**src/sv/scaled_elementwise_add_core_macros.svh**
```systemverilog
`ifndef SCALED_ELEMENTWISE_ADD_CORE_MACROS_SVH
`define SCALED_ELEMENTWISE_ADD_CORE_MACROS_SVH

// same-cycle implication, sampled on clk, off during rst
`define SEA_ASSERT_NOW(label, ante, cons, msg) \
  label: assert property (@(posedge clk) disable iff (rst) (ante) |-> (cons)) \
    else $error(msg);

// next-cycle implication
`define SEA_ASSERT_NEXT(label, ante, cons, msg) \
  label: assert property (@(posedge clk) disable iff (rst) (ante) |=> (cons)) \
    else $error(msg);

`endif

```
**src/sv/sea_pkg.sv**
```systemverilog
`default_nettype none

package sea_pkg;

  typedef enum logic [1:0] {
    TY_F32 = 2'd0,
    TY_F16 = 2'd1,
    TY_I32 = 2'd2,
    TY_BAD = 2'd3
  } elem_type_t;

  localparam logic [0:0] CFG_TYPE  = 1'b0;
  localparam logic [0:0] CFG_ALPHA = 1'b1;

  localparam logic [31:0] ALPHA_RESET = 32'h3F80_0000;
  localparam logic [31:0] QNAN32      = 32'h7FC0_0000;
  localparam logic [15:0] QNAN16      = 16'h7E00;

  localparam int NSTAGE = 9;

  typedef struct packed {
    elem_type_t ty;
    logic       last;
  } tag_t;

  function automatic logic [5:0] lzc50(input logic [49:0] m);
    logic [5:0] n;
    logic       found;
    n     = 6'd0;
    found = 1'b0;
    for (int i = 49; i >= 0; i--) begin
      if (!found) begin
        if (m[i]) found = 1'b1;
        else n = n + 6'd1;
      end
    end
    return n;
  endfunction

  function automatic logic [31:0] half_to_single(input logic [15:0] h);
    logic [4:0]  ex;
    logic [9:0]  man;
    logic [3:0]  lz;
    logic        found;
    logic [10:0] shifted;
    logic [7:0]  e;
    logic [31:0] r;
    ex    = h[14:10];
    man   = h[9:0];
    lz    = 4'd0;
    found = 1'b0;
    for (int i = 9; i >= 0; i--) begin
      if (!found) begin
        if (man[i]) found = 1'b1;
        else lz = lz + 4'd1;
      end
    end
    shifted = {1'b0, man} << (lz + 4'd1);
    e       = 8'd112 - {4'd0, lz};
    if (ex == 5'd0) begin
      if (man == 10'd0) r = {h[15], 31'd0};
      else r = {h[15], e, shifted[9:0], 13'd0};
    end else if (ex == 5'h1F) begin
      r = {h[15], 8'hFF, man, 13'd0};
    end else begin
      r = {h[15], {3'd0, ex} + 8'd112, man, 13'd0};
    end
    return r;
  endfunction

  function automatic logic [15:0] single_to_half(input logic [31:0] f);
    logic              s;
    logic [7:0]        ex;
    logic [22:0]       man;
    logic signed [9:0] e;
    logic [23:0]       m;
    logic [4:0]        sh;
    logic [23:0]       hs;
    logic [23:0]       rem;
    logic [23:0]       halfv;
    logic [14:0]       h;
    logic [15:0]       r;
    s     = f[31];
    ex    = f[30:23];
    man   = f[22:0];
    e     = $signed({2'b00, ex}) - 10'sd112;
    m     = {1'b1, man};
    sh    = 5'(10'sd14 - e);
    hs    = m >> sh;
    rem   = m & ~(24'hFF_FFFF << sh);
    halfv = 24'd1 << (sh - 5'd1);
    h     = {e[4:0], man[22:13]};
    if (ex == 8'hFF) begin
      r = (man != 23'd0) ? QNAN16 : {s, 15'h7C00};
    end else if (e >= 10'sd31) begin
      r = {s, 15'h7C00};
    end else if (e <= 10'sd0) begin
      if (e < -10'sd10) begin
        r = {s, 15'd0};
      end else begin
        if (rem > halfv || (rem == halfv && hs[0])) hs = hs + 24'd1;
        r = {s, hs[14:0]};
      end
    end else begin
      if (man[12:0] > 13'h1000 || (man[12:0] == 13'h1000 && h[0])) h = h + 15'd1;
      r = {s, h};
    end
    return r;
  endfunction

  function automatic logic [31:0] alpha_to_int(input logic [31:0] a);
    logic [7:0]  ex;
    logic [23:0] m;
    logic [31:0] mag;
    logic [31:0] r;
    ex = a[30:23];
    m  = {1'b1, a[22:0]};
    if (ex >= 8'd150) mag = {8'd0, m} << (ex - 8'd150);
    else mag = {8'd0, m >> (8'd150 - ex)};
    if (ex == 8'hFF && a[22:0] != 23'd0) r = 32'd0;
    else if (ex >= 8'd158) r = a[31] ? 32'h8000_0000 : 32'h7FFF_FFFF;
    else if (ex < 8'd127) r = 32'd0;
    else r = a[31] ? (32'd0 - mag) : mag;
    return r;
  endfunction

endpackage

`default_nettype wire

```
**src/sv/sea_in_if.sv**
```systemverilog
`default_nettype none

interface sea_in_if;
  logic        valid;
  logic        ready;
  logic [31:0] x_bits;
  logic [31:0] y_bits;
  logic        last_element;

  modport source (output valid, x_bits, y_bits, last_element, input ready);
  modport sink   (input valid, x_bits, y_bits, last_element, output ready);
endinterface

`default_nettype wire

```
**src/sv/sea_out_if.sv**
```systemverilog
`default_nettype none

interface sea_out_if;
  logic        valid;
  logic        ready;
  logic [31:0] sum_bits;
  logic        type_error;
  logic        last_result;

  modport source (output valid, sum_bits, type_error, last_result, input ready);
  modport sink   (input valid, sum_bits, type_error, last_result, output ready);
endinterface

`default_nettype wire

```
**src/sv/sea_cfg_if.sv**
```systemverilog
`default_nettype none

interface sea_cfg_if;
  logic        valid;
  logic        ready;
  logic [0:0]  index;
  logic [31:0] data;

  modport source (output valid, index, data, input ready);
  modport sink   (input valid, index, data, output ready);
endinterface

`default_nettype wire

```
**src/sv/sea_norm_round.sv**
```systemverilog
`default_nettype none

// two stages: normalize, then round to single (RNE, subnormals kept)
module sea_norm_round (
  input  wire logic               clk,
  input  wire logic               en_norm,
  input  wire logic               en_round,
  input  wire logic               sgn,
  input  wire logic [49:0]        mag,
  input  wire logic signed [11:0] expo,
  output      logic [31:0]        res
);
  import sea_pkg::*;

  logic [5:0]         lz;
  logic               n_sgn;
  logic [49:0]        n_mn;
  logic signed [11:0] n_be;

  logic signed [11:0] amt;
  logic [5:0]         amt_c;
  logic [49:0]        sh;
  logic               lost;
  logic [7:0]         ef;
  logic [30:0]        q;
  logic               rnd;
  logic [31:0]        res_next;

  assign lz = lzc50(mag);

  always_ff @(posedge clk) begin
    if (en_norm) begin
      n_sgn <= sgn;
      n_mn  <= mag << lz;
      n_be  <= expo + 12'sd176 - $signed({6'd0, lz});
    end
  end

  always_comb begin
    amt   = 12'sd1 - n_be;
    if (n_be >= 12'sd1) amt_c = 6'd0;
    else if (amt > 12'sd50) amt_c = 6'd50;
    else amt_c = amt[5:0];
    sh    = n_mn >> amt_c;
    lost  = |(n_mn & ~({50{1'b1}} << amt_c));
    ef    = (n_be >= 12'sd1) ? n_be[7:0] : 8'd0;
    q     = {ef, sh[48:26]};
    rnd   = sh[25] & ((|sh[24:0]) | lost | q[0]);
    if (n_be >= 12'sd255) res_next = {n_sgn, 8'hFF, 23'd0};
    else res_next = {n_sgn, q + {30'd0, rnd}};
  end

  always_ff @(posedge clk) begin
    if (en_round) res <= res_next;
  end

endmodule

`default_nettype wire

```
**src/sv/scaled_elementwise_add_core.sv**
```systemverilog
// Channel | Dir | Payload                                  | Handshake
// elem    | in  | x_bits, y_bits, last_element             | valid/ready
// res     | out | sum_bits, type_error, last_result        | valid/ready
// cfg     | in  | index, data (0 element_type, 1 alpha)    | valid/ready
//
// Nine register stages: operand prep, multiply, product normalize/round,
// align, add, sum normalize/round, format select into the output register.
// One transaction per cycle while res.ready is high; the 32x32 multiplier stage
// is shared by the float and int32 paths.
// rst (synchronous) clears the valid bits and the config registers.
// A stall holds only the stages that are full; bubbles keep draining.
`default_nettype none

`include "scaled_elementwise_add_core_macros.svh"

module scaled_elementwise_add_core (
  input  wire logic  clk,
  input  wire logic  rst,
  sea_in_if.sink     elem,
  sea_out_if.source  res,
  sea_cfg_if.sink    cfg
);
  import sea_pkg::*;

  elem_type_t  ety;
  logic [31:0] alpha;

  logic [NSTAGE:1]   v;
  logic [NSTAGE+1:1] en;

  // stage 1
  logic [31:0] xs_c, ys_c;
  logic [7:0]  ea_c, ey_c, eae_c, eye_c;
  logic        a_nan, a_inf, a_zero, y_nan, y_inf, y_zero;
  tag_t        tag1, tag2, tag3, tag4, tag5, tag6, tag7, tag8;
  logic [31:0] s1_opa, s1_opb, s1_x;
  logic signed [11:0] s1_pe, s2_pe;
  logic        s1_pnan, s1_pinf, s1_pzero, s1_psign;

  // stage 2
  logic [63:0] s2_prod;
  logic [31:0] s2_x;
  logic        s2_pnan, s2_pinf, s2_pzero, s2_psign;

  // stages 3, 4
  logic [31:0] s3_x, s4_x, s3_isum, s4_isum, s5_isum, s6_isum, s7_isum, s8_isum;
  logic        s3_pnan, s3_pinf, s3_pzero, s3_psign;
  logic        s4_pnan, s4_pinf, s4_pzero, s4_psign;
  logic [31:0] prod_rnd;

  // stage 5
  logic [31:0] p_c, big_c, sml_c;
  logic        x_nan, x_inf, p_nan, p_inf;
  logic [7:0]  eb_c, es_c;
  logic [23:0] mb_c, ms_c;
  logic [7:0]  d_c;
  logic [5:0]  dd_c;
  logic [49:0] bf_c, bs_c;
  logic [49:0] s5_a, s5_b;
  logic [7:0]  s5_ea;
  logic        s5_sub, s5_sgn, s5_nan, s5_inf, s5_infs, s5_zs;

  // stage 6..8
  logic [49:0] s6_sum;
  logic signed [11:0] s6_e;
  logic        s6_sgn, s6_nan, s6_inf, s6_infs, s6_zs;
  logic        s7_nan, s7_inf, s7_infs, s7_zs, s7_zero;
  logic        s8_nan, s8_inf, s8_infs, s8_zs, s8_zero;
  logic [31:0] sum_rnd;

  // stage 9
  logic [31:0] r_c, out_c;

  assign cfg.ready = 1'b1;

  always_ff @(posedge clk) begin
    if (rst) begin
      ety   <= TY_F32;
      alpha <= ALPHA_RESET;
    end else if (cfg.valid) begin
      unique case (cfg.index)
        CFG_TYPE:  ety   <= elem_type_t'(cfg.data[1:0]);
        CFG_ALPHA: alpha <= cfg.data;
        default:   ;
      endcase
    end
  end

  always_comb begin
    en[NSTAGE+1] = res.ready;
    for (int k = NSTAGE; k >= 1; k--) en[k] = !v[k] || en[k+1];
  end

  assign elem.ready = en[1];

  always_ff @(posedge clk) begin
    if (rst) begin
      v <= '0;
    end else begin
      if (en[1]) v[1] <= elem.valid;
      for (int k = 2; k <= NSTAGE; k++) begin
        if (en[k]) v[k] <= v[k-1];
      end
    end
  end

  // stage 1: widen, unpack, pick multiplier operands
  always_comb begin
    xs_c   = (ety == TY_F16) ? half_to_single(elem.x_bits[15:0]) : elem.x_bits;
    ys_c   = (ety == TY_F16) ? half_to_single(elem.y_bits[15:0]) : elem.y_bits;
    ea_c   = alpha[30:23];
    ey_c   = ys_c[30:23];
    eae_c  = (ea_c == 8'd0) ? 8'd1 : ea_c;
    eye_c  = (ey_c == 8'd0) ? 8'd1 : ey_c;
    a_nan  = (ea_c == 8'hFF) && (alpha[22:0] != 23'd0);
    a_inf  = (ea_c == 8'hFF) && (alpha[22:0] == 23'd0);
    a_zero = (ea_c == 8'd0) && (alpha[22:0] == 23'd0);
    y_nan  = (ey_c == 8'hFF) && (ys_c[22:0] != 23'd0);
    y_inf  = (ey_c == 8'hFF) && (ys_c[22:0] == 23'd0);
    y_zero = (ey_c == 8'd0) && (ys_c[22:0] == 23'd0);
  end

  always_ff @(posedge clk) begin
    if (en[1]) begin
      tag1     <= '{ty: ety, last: elem.last_element};
      s1_x     <= (ety == TY_I32) ? elem.x_bits : xs_c;
      s1_opa   <= (ety == TY_I32) ? alpha_to_int(alpha)
                                  : {8'd0, (ea_c != 8'd0), alpha[22:0]};
      s1_opb   <= (ety == TY_I32) ? elem.y_bits
                                  : {8'd0, (ey_c != 8'd0), ys_c[22:0]};
      s1_pe    <= $signed({4'd0, eae_c}) + $signed({4'd0, eye_c}) - 12'sd300;
      s1_pnan  <= a_nan || y_nan || (a_inf && y_zero) || (a_zero && y_inf);
      s1_pinf  <= a_inf || y_inf;
      s1_pzero <= a_zero || y_zero;
      s1_psign <= alpha[31] ^ ys_c[31];
    end
  end

  // stage 2: multiply
  always_ff @(posedge clk) begin
    if (en[2]) begin
      tag2     <= tag1;
      s2_prod  <= s1_opa * s1_opb;
      s2_pe    <= s1_pe;
      s2_x     <= s1_x;
      s2_pnan  <= s1_pnan;
      s2_pinf  <= s1_pinf;
      s2_pzero <= s1_pzero;
      s2_psign <= s1_psign;
    end
  end

  // stages 3, 4: product rounding
  sea_norm_round u_prod_rnd (
    .clk      (clk),
    .en_norm  (en[3]),
    .en_round (en[4]),
    .sgn      (s2_psign),
    .mag      ({2'b00, s2_prod[47:0]}),
    .expo     (s2_pe),
    .res      (prod_rnd)
  );

  always_ff @(posedge clk) begin
    if (en[3]) begin
      tag3     <= tag2;
      s3_x     <= s2_x;
      s3_isum  <= s2_x + s2_prod[31:0];
      s3_pnan  <= s2_pnan;
      s3_pinf  <= s2_pinf;
      s3_pzero <= s2_pzero;
      s3_psign <= s2_psign;
    end
    if (en[4]) begin
      tag4     <= tag3;
      s4_x     <= s3_x;
      s4_isum  <= s3_isum;
      s4_pnan  <= s3_pnan;
      s4_pinf  <= s3_pinf;
      s4_pzero <= s3_pzero;
      s4_psign <= s3_psign;
    end
  end

  // stage 5: align
  always_comb begin
    if (s4_pnan) p_c = QNAN32;
    else if (s4_pinf) p_c = {s4_psign, 8'hFF, 23'd0};
    else if (s4_pzero) p_c = {s4_psign, 31'd0};
    else p_c = prod_rnd;
    x_nan = (s4_x[30:23] == 8'hFF) && (s4_x[22:0] != 23'd0);
    x_inf = (s4_x[30:23] == 8'hFF) && (s4_x[22:0] == 23'd0);
    p_nan = (p_c[30:23] == 8'hFF) && (p_c[22:0] != 23'd0);
    p_inf = (p_c[30:23] == 8'hFF) && (p_c[22:0] == 23'd0);
    if (s4_x[30:0] >= p_c[30:0]) begin
      big_c = s4_x;
      sml_c = p_c;
    end else begin
      big_c = p_c;
      sml_c = s4_x;
    end
    eb_c = (big_c[30:23] == 8'd0) ? 8'd1 : big_c[30:23];
    es_c = (sml_c[30:23] == 8'd0) ? 8'd1 : sml_c[30:23];
    mb_c = {(big_c[30:23] != 8'd0), big_c[22:0]};
    ms_c = {(sml_c[30:23] != 8'd0), sml_c[22:0]};
    d_c  = eb_c - es_c;
    dd_c = (d_c > 8'd50) ? 6'd50 : d_c[5:0];
    bf_c = {1'b0, ms_c, 25'd0};
    bs_c = bf_c >> dd_c;
    bs_c[0] = bs_c[0] | (|(bf_c & ~({50{1'b1}} << dd_c)));
  end

  always_ff @(posedge clk) begin
    if (en[5]) begin
      tag5    <= tag4;
      s5_isum <= s4_isum;
      s5_a    <= {1'b0, mb_c, 25'd0};
      s5_b    <= bs_c;
      s5_ea   <= eb_c;
      s5_sub  <= big_c[31] ^ sml_c[31];
      s5_sgn  <= big_c[31];
      s5_nan  <= x_nan || p_nan || (x_inf && p_inf && (s4_x[31] != p_c[31]));
      s5_inf  <= x_inf || p_inf;
      s5_infs <= x_inf ? s4_x[31] : p_c[31];
      s5_zs   <= s4_x[31] & p_c[31];
    end
  end

  // stage 6: add
  always_ff @(posedge clk) begin
    if (en[6]) begin
      tag6    <= tag5;
      s6_isum <= s5_isum;
      s6_sum  <= s5_sub ? (s5_a - s5_b) : (s5_a + s5_b);
      s6_e    <= $signed({4'd0, s5_ea}) - 12'sd175;
      s6_sgn  <= s5_sgn;
      s6_nan  <= s5_nan;
      s6_inf  <= s5_inf;
      s6_infs <= s5_infs;
      s6_zs   <= s5_zs;
    end
  end

  // stages 7, 8: sum rounding
  sea_norm_round u_sum_rnd (
    .clk      (clk),
    .en_norm  (en[7]),
    .en_round (en[8]),
    .sgn      (s6_sgn),
    .mag      (s6_sum),
    .expo     (s6_e),
    .res      (sum_rnd)
  );

  always_ff @(posedge clk) begin
    if (en[7]) begin
      tag7    <= tag6;
      s7_isum <= s6_isum;
      s7_nan  <= s6_nan;
      s7_inf  <= s6_inf;
      s7_infs <= s6_infs;
      s7_zs   <= s6_zs;
      s7_zero <= (s6_sum == 50'd0);
    end
    if (en[8]) begin
      tag8    <= tag7;
      s8_isum <= s7_isum;
      s8_nan  <= s7_nan;
      s8_inf  <= s7_inf;
      s8_infs <= s7_infs;
      s8_zs   <= s7_zs;
      s8_zero <= s7_zero;
    end
  end

  // stage 9: format select into output register
  always_comb begin
    if (s8_nan) r_c = QNAN32;
    else if (s8_inf) r_c = {s8_infs, 8'hFF, 23'd0};
    else if (s8_zero) r_c = {s8_zs, 31'd0};
    else r_c = sum_rnd;
    unique case (tag8.ty)
      TY_F32:  out_c = r_c;
      TY_F16:  out_c = {16'd0, single_to_half(r_c)};
      TY_I32:  out_c = s8_isum;
      default: out_c = 32'd0;
    endcase
  end

  always_ff @(posedge clk) begin
    if (en[9]) begin
      res.sum_bits    <= out_c;
      res.type_error  <= (tag8.ty == TY_BAD);
      res.last_result <= tag8.last;
    end
  end

  assign res.valid = v[NSTAGE];

  `SEA_ASSERT_NOW(a_err_zero, res.valid && res.type_error, res.sum_bits == 32'd0, "error with nonzero sum")
  `SEA_ASSERT_NOW(a_idle_ready, !res.valid, elem.ready, "input blocked with empty output")
  `SEA_ASSERT_NEXT(a_stall_hold, v[8] && v[9] && !res.ready, v[8], "stage lost while stalled")
  `SEA_ASSERT_NEXT(a_err_flag, v[8] && en[9] && tag8.ty == TY_BAD, res.type_error, "type error not flagged")

endmodule

`default_nettype wire

```
**src/flat_wrapper.sv**
```systemverilog
// flat-port wrapper written by rule: the top's interface ports become plain ports
module scaled_elementwise_add_core_flat import sea_pkg::*;
  (clk, rst, elem_valid, elem_x_bits, elem_y_bits, elem_last_element, elem_ready, res_valid, res_sum_bits, res_type_error, res_last_result, res_ready, cfg_valid, cfg_index, cfg_data, cfg_ready);
  sea_in_if elem_i ();
  sea_out_if res_i ();
  sea_cfg_if cfg_i ();
  input  wire logic clk;
  input  wire logic rst;
  input wire logic [$bits(elem_i.valid)-1:0] elem_valid;
  input wire logic [$bits(elem_i.x_bits)-1:0] elem_x_bits;
  input wire logic [$bits(elem_i.y_bits)-1:0] elem_y_bits;
  input wire logic [$bits(elem_i.last_element)-1:0] elem_last_element;
  output wire logic [$bits(elem_i.ready)-1:0] elem_ready;
  output wire logic [$bits(res_i.valid)-1:0] res_valid;
  output wire logic [$bits(res_i.sum_bits)-1:0] res_sum_bits;
  output wire logic [$bits(res_i.type_error)-1:0] res_type_error;
  output wire logic [$bits(res_i.last_result)-1:0] res_last_result;
  input wire logic [$bits(res_i.ready)-1:0] res_ready;
  input wire logic [$bits(cfg_i.valid)-1:0] cfg_valid;
  input wire logic [$bits(cfg_i.index)-1:0] cfg_index;
  input wire logic [$bits(cfg_i.data)-1:0] cfg_data;
  output wire logic [$bits(cfg_i.ready)-1:0] cfg_ready;
  assign elem_i.valid = elem_valid;
  assign elem_i.x_bits = elem_x_bits;
  assign elem_i.y_bits = elem_y_bits;
  assign elem_i.last_element = elem_last_element;
  assign elem_ready = elem_i.ready;
  assign res_valid = res_i.valid;
  assign res_sum_bits = res_i.sum_bits;
  assign res_type_error = res_i.type_error;
  assign res_last_result = res_i.last_result;
  assign res_i.ready = res_ready;
  assign cfg_i.valid = cfg_valid;
  assign cfg_i.index = cfg_index;
  assign cfg_i.data = cfg_data;
  assign cfg_ready = cfg_i.ready;
  scaled_elementwise_add_core u_core (.clk(clk), .rst(rst), .elem(elem_i), .res(res_i), .cfg(cfg_i));
endmodule
```
**config.mk**
```make
export PLATFORM = sky130hd
export DESIGN_NAME = scaled_elementwise_add_core_flat
export DESIGN_NICKNAME = d
export VERILOG_FILES = /design/src/sv/sea_pkg.sv /design/src/sv/sea_in_if.sv /design/src/sv/sea_out_if.sv /design/src/sv/sea_cfg_if.sv /design/src/sv/sea_norm_round.sv /design/src/sv/scaled_elementwise_add_core.sv /design/src/flat_wrapper.sv
export VERILOG_INCLUDE_DIRS = /design/src /design/src/sv
export SDC_FILE = /design/constraint.sdc
export NUM_CORES = 2
export LEC_CHECK = 0
export ABC_AREA = 1
export BUFFER_PORTS_ARGS = -buffer_cell sky130_fd_sc_hd__buf_2
export CAP_MARGIN = 40
export CORE_MARGIN = 2
export CORE_UTILIZATION = 62
export DETAILED_ROUTE_END_ITERATION = 8
export PLACE_DENSITY = 0.79
export SLEW_MARGIN = 5
export SYNTH_ARGS = -nofsm -noshare
export SYNTH_HDL_FRONTEND = slang
export SYNTH_SLANG_ARGS = --single-unit
```
**constraint.sdc**
```tcl
create_clock -name clk -period 35.7 [get_ports clk]
set_input_delay 1.785 -clock clk [delete_from_list [all_inputs] [get_ports clk]]
set_output_delay 1.785 -clock clk [all_outputs]
set_load 0.02 [all_outputs]
```
==> summary.txt <==
Synth
  • Yosys top cell area share: 26.58%
  • Mux share of post-synthesis cell area: 0.4839%
  • Seq/Total Area, Yosys: 27.45%
  • Largest family of logic cells by synthesized area: simple AND/OR/NAND/NOR gates
  • Unique masters post-synth: 85
  • Simple-gate share of the synthesized area: 24.41%
  • Syn nets: 14656
  • Synth Area in Compound Gates: 11.11%
  • Syn Area/Cell: 7.479 sq um
  • Top FF cell, synth: edfxtp_1
  • Synth Area in XOR/XNOR: 2.567%
  • Post-Syn Instances: 13275
  • Ys Warns: 0
  • Synth top area cells: edfxtp_1 27%, fa_1 16%, nand2_1 13%, inv_1 9.0%, ha_1 6.2%
  • Synth Register Bits: 922
  • Post-Syn Area: 0.09929 sq mm
  • Synth area leader: edfxtp_1
  • Asr flop ratio synth: 0%
  • Post-synth EDFFs: 879
  • Post-Synth Adder-Cell Area: 22.04%

Critical path
  • Max incr delay on CP: 0.47 ns
  • Max FO, Critical Path: 53
  • Critical path launch point type: flip-flop
  • WP data required: 36.17 ns
  • CP most frequent cell: nand2_1
  • Worst path slowest cell: buf_4
  • Flop-to-flop setup slack: 4.84 ns
  • Worst Setup End Kind: flip-flop
  • Worst EP arrival: 31.33 ns
  • Crit path kind: flip-flop to flip-flop
  • Reg2reg start: u_core.s6_sum[47]
  • Crit path from: u_core.s6_sum[47]

Clock tree
  • CTS tree: yes
  • Number of buffers created by CTS: 100
  • Setup bufs post-CTS: 0
  • Clock Path Buffers: 3
  • Clock Tree Root: clkbuf_16
  • Total clock sinks: 922
  • Reg clk slew, reported paths: 0.06 ns
  • Htree depth: 3
  • Post-CTS Hold Buffers: 0
  • Worst skew pair latency: 0.75 ns
  • CTS resizes: 0

STA
  • Least-Margin Pin Slew: 0.9221 ns
  • Setup violations, final: 0
  • Final WS setup: 4.841 ns
  • Max-slew headroom: 37.96%
  • RSZ-0062 raised after global routing: false
  • Share of the clock period used by the worst path: 86.44%
  • Final min period: 30.86 ns
  • Hold Vio Cnt, Final: 0
  • Fmax: 32.41 MHz
  • Max Slew Vio Count: 0
  • TNS Setup: 0 ns
  • Clk_skew: 0.04804 ns

Drt
  • Starting DRC count in detailed routing: 9053
  • Via count: 90016
  • Detailed-route DRC error count: 8
  • Via-per-instance ratio: 5.877
  • Drt pass-1 iters: 9
  • Post-route ant nets: 0
  • WL per Instance: 20.64 um
  • Routed Wire Length: 316100 um

Die
  • Die Ht: 404.2 um
  • Die X: 404.2 um
  • Core Area: 0.1587 sq mm
  • Starting density of the core: 62.55%
  • IO Pins: 140
  • FP Rows: 146
  • Die ar.: 0.1634 sq mm

Power and ir drop
  • Comb power frac: 70.5%
  • Sw Pwr: 6.123 mW
  • Sequential share of power: 19.8%
  • Power density over cell area: 105.3 mW/mm^2
  • VDD IR-drop max: 0.0001002 V
  • Net Sw Frac: 55.39%
  • LEAKAGE: 52.50 nW
  • P_int: 4.932 mW
  • Part of the power in the clock network: 9.8%

Place
  • Post-detail-place hpwl: 245100 um
  • Post-placement setup slack: 5.139 ns
  • Dpl cells: 15122
  • Port buffer count: 138
  • Gp weighted congestion: 1.025

Status
  • Failing checks: design-rule violations
  • Status: complete, but fails checks

Global routing
  • Tot GR Track Use: 38.43%
  • GRT overflow: 0
  • Vias in the first global route: 88422
  • Initial antenna violation count: 14
  • First-pass GRT wire length: 487700 um
  • Largest net degree at the start of global routing: 91

Layout
  • Register area: 0.02726 sq mm
  • Most frequent cells in the layout: 3547 x nand2_1, 2365 x inv_1, 961 x o21ai_0
  • Multi-input logic area: 0.06025 sq mm
  • NumNets Final: 14535
  • Fillers: 13209
  • Final Core Density: 66.12%
  • Area grow syn2layout: 5.706%
  • Most common cell after layout, fill and taps aside: nand2_1
  • Share of cells above drive strength 1: 5.583%
  • Post-Layout Cell Count: 15317

Hold path
  • Worst Hold Class: flip-flop to flip-flop
  • HP Start: u_core.s6_sgn

Run
  • Max-cap violation count: 0
-- final timing paths --
check | cells past startpoint | end
min reg2reg | 0 | u_core.u_sum_rnd.n_sgn
min | 0 | u_core.u_sum_rnd.n_sgn
max reg2reg | 177 | u_core.u_sum_rnd.n_be[11]
max | 177 | u_core.u_sum_rnd.n_be[11]
-- logic make-up after synthesis --
| logic type | Yosys count |
|---|---|
| AOI/OAI and AO/OA | 1995 |
| xor gates and xnor gates | 291 |
| adders and majority gates | 1278 |
| buffers and inverters | 3004 |
| DFF | 922 |
| muxes | 48 |
| other | 1 |
| and+or+nand+nor | 5736 |
-- synthesized netlist by cell type (13+ instances only) --
| cell | instances |
|---|---|
| nor2_4 | 60 |
| o22ai_1 | 67 |
| a21oi_1 | 512 |
| or2_2 | 62 |
| or2_1 | 13 |
| o211ai_1 | 83 |
| nand2_2 | 15 |
| nand4_1 | 133 |
| o221ai_1 | 15 |
| clkbuf_1 | 371 |
| mux2i_1 | 48 |
| buf_6 | 32 |
| o21a_1 | 20 |
| inv_2 | 85 |
| a211oi_1 | 25 |
| a21o_1 | 17 |
| o21ai_0 | 961 |
| nand2_1 | 3551 |
| nor4_1 | 47 |
| fa_1 | 785 |
| nor2_2 | 20 |
| dfxtp_1 | 43 |
| inv_1 | 2372 |
| inv_4 | 14 |
| edfxtp_1 | 879 |
| o21bai_1 | 24 |
| buf_1 | 37 |
| xor2_1 | 189 |
| a31oi_1 | 50 |
| o21ai_1 | 103 |
| xnor2_1 | 102 |
| clkinv_1 | 25 |
| nand3b_1 | 47 |
| ha_1 | 493 |
| buf_4 | 38 |
| nor2_1 | 895 |
| nor3_1 | 132 |
| nand3_1 | 706 |
| o31ai_1 | 16 |
-- registers in the layout, indices dropped and copies added (netlist names), 48 cells and up --
register	flops
u_core.s5_b	49
u_core.s2_prod	48
u_core.u_prod_rnd.n_mn	50
u_core.s6_sum	50
u_core.u_sum_rnd.n_mn	50
-- power groups by stage --
stage	Combinational, mW	Clock [mW]	Sequential [mW]
2_1_floorplan	5.43	0	2.01
3_3_place_gp	7.40	0	2.18
3_5_place_dp	7.56	0	2.19
4_1_cts	7.63	1.09	2.17
5_1_grt	8.65	1.13	2.20
6_report	7.79	1.08	2.18
-- layer usage --
metal / track usage (%) / vias to the layer above / share of wire, %
met3: 6.386 / 1369 / 8.5
met5: 0 / - / 0.0070
li1: - / 42074 / -
met1: 45.91 / 41896 / 37
met4: 26.04 / 4 / 8.2
met2: 63.81 / 4673 / 47
-- final cells by class --
| type | count | share of cell area, % |
|---|---|---|
| Timing Repair Buffer | 282 | 1.887 |
| Antenna cell | 8 | 0.01907 |
| Inverter | 2499 | 9.004 |
| Tap cell | 2072 | 2.470 |
| Sequential cell | 922 | 25.97 |
| Multi-Input combinational cell | 9349 | 57.40 |
| Clock inverter | 66 | 0.7737 |
| Clock buffer | 119 | 2.472 |
-- per-stage QoR --
| stage | area [sq um] | total power, mW | hold WS [ns] |
|---|---|---|---|
| 4_1_cts | 104900 | 10.89 | 0.4103 |
| 2_1_floorplan | 99290 | 7.447 | 0.4003 |
| 6_report | 105000 | 11.05 | 0.4108 |
| 3_3_place_gp | 101200 | 9.577 | 0.4013 |
| 5_1_grt | 104900 | 11.98 | 0.4205 |
| 3_5_place_dp | 101500 | 9.756 | 0.4045 |
-- critical path: cells and delay by family (launching register included) --
family,cells,cell delay [ns]
compound gates,21,4.54
fa+ha+maj,49,14.14
buf+inv,31,2.08
flops,1,0.45
simple gates,76,9.37
Note: power is estimated with default switching activity, not from simulation.
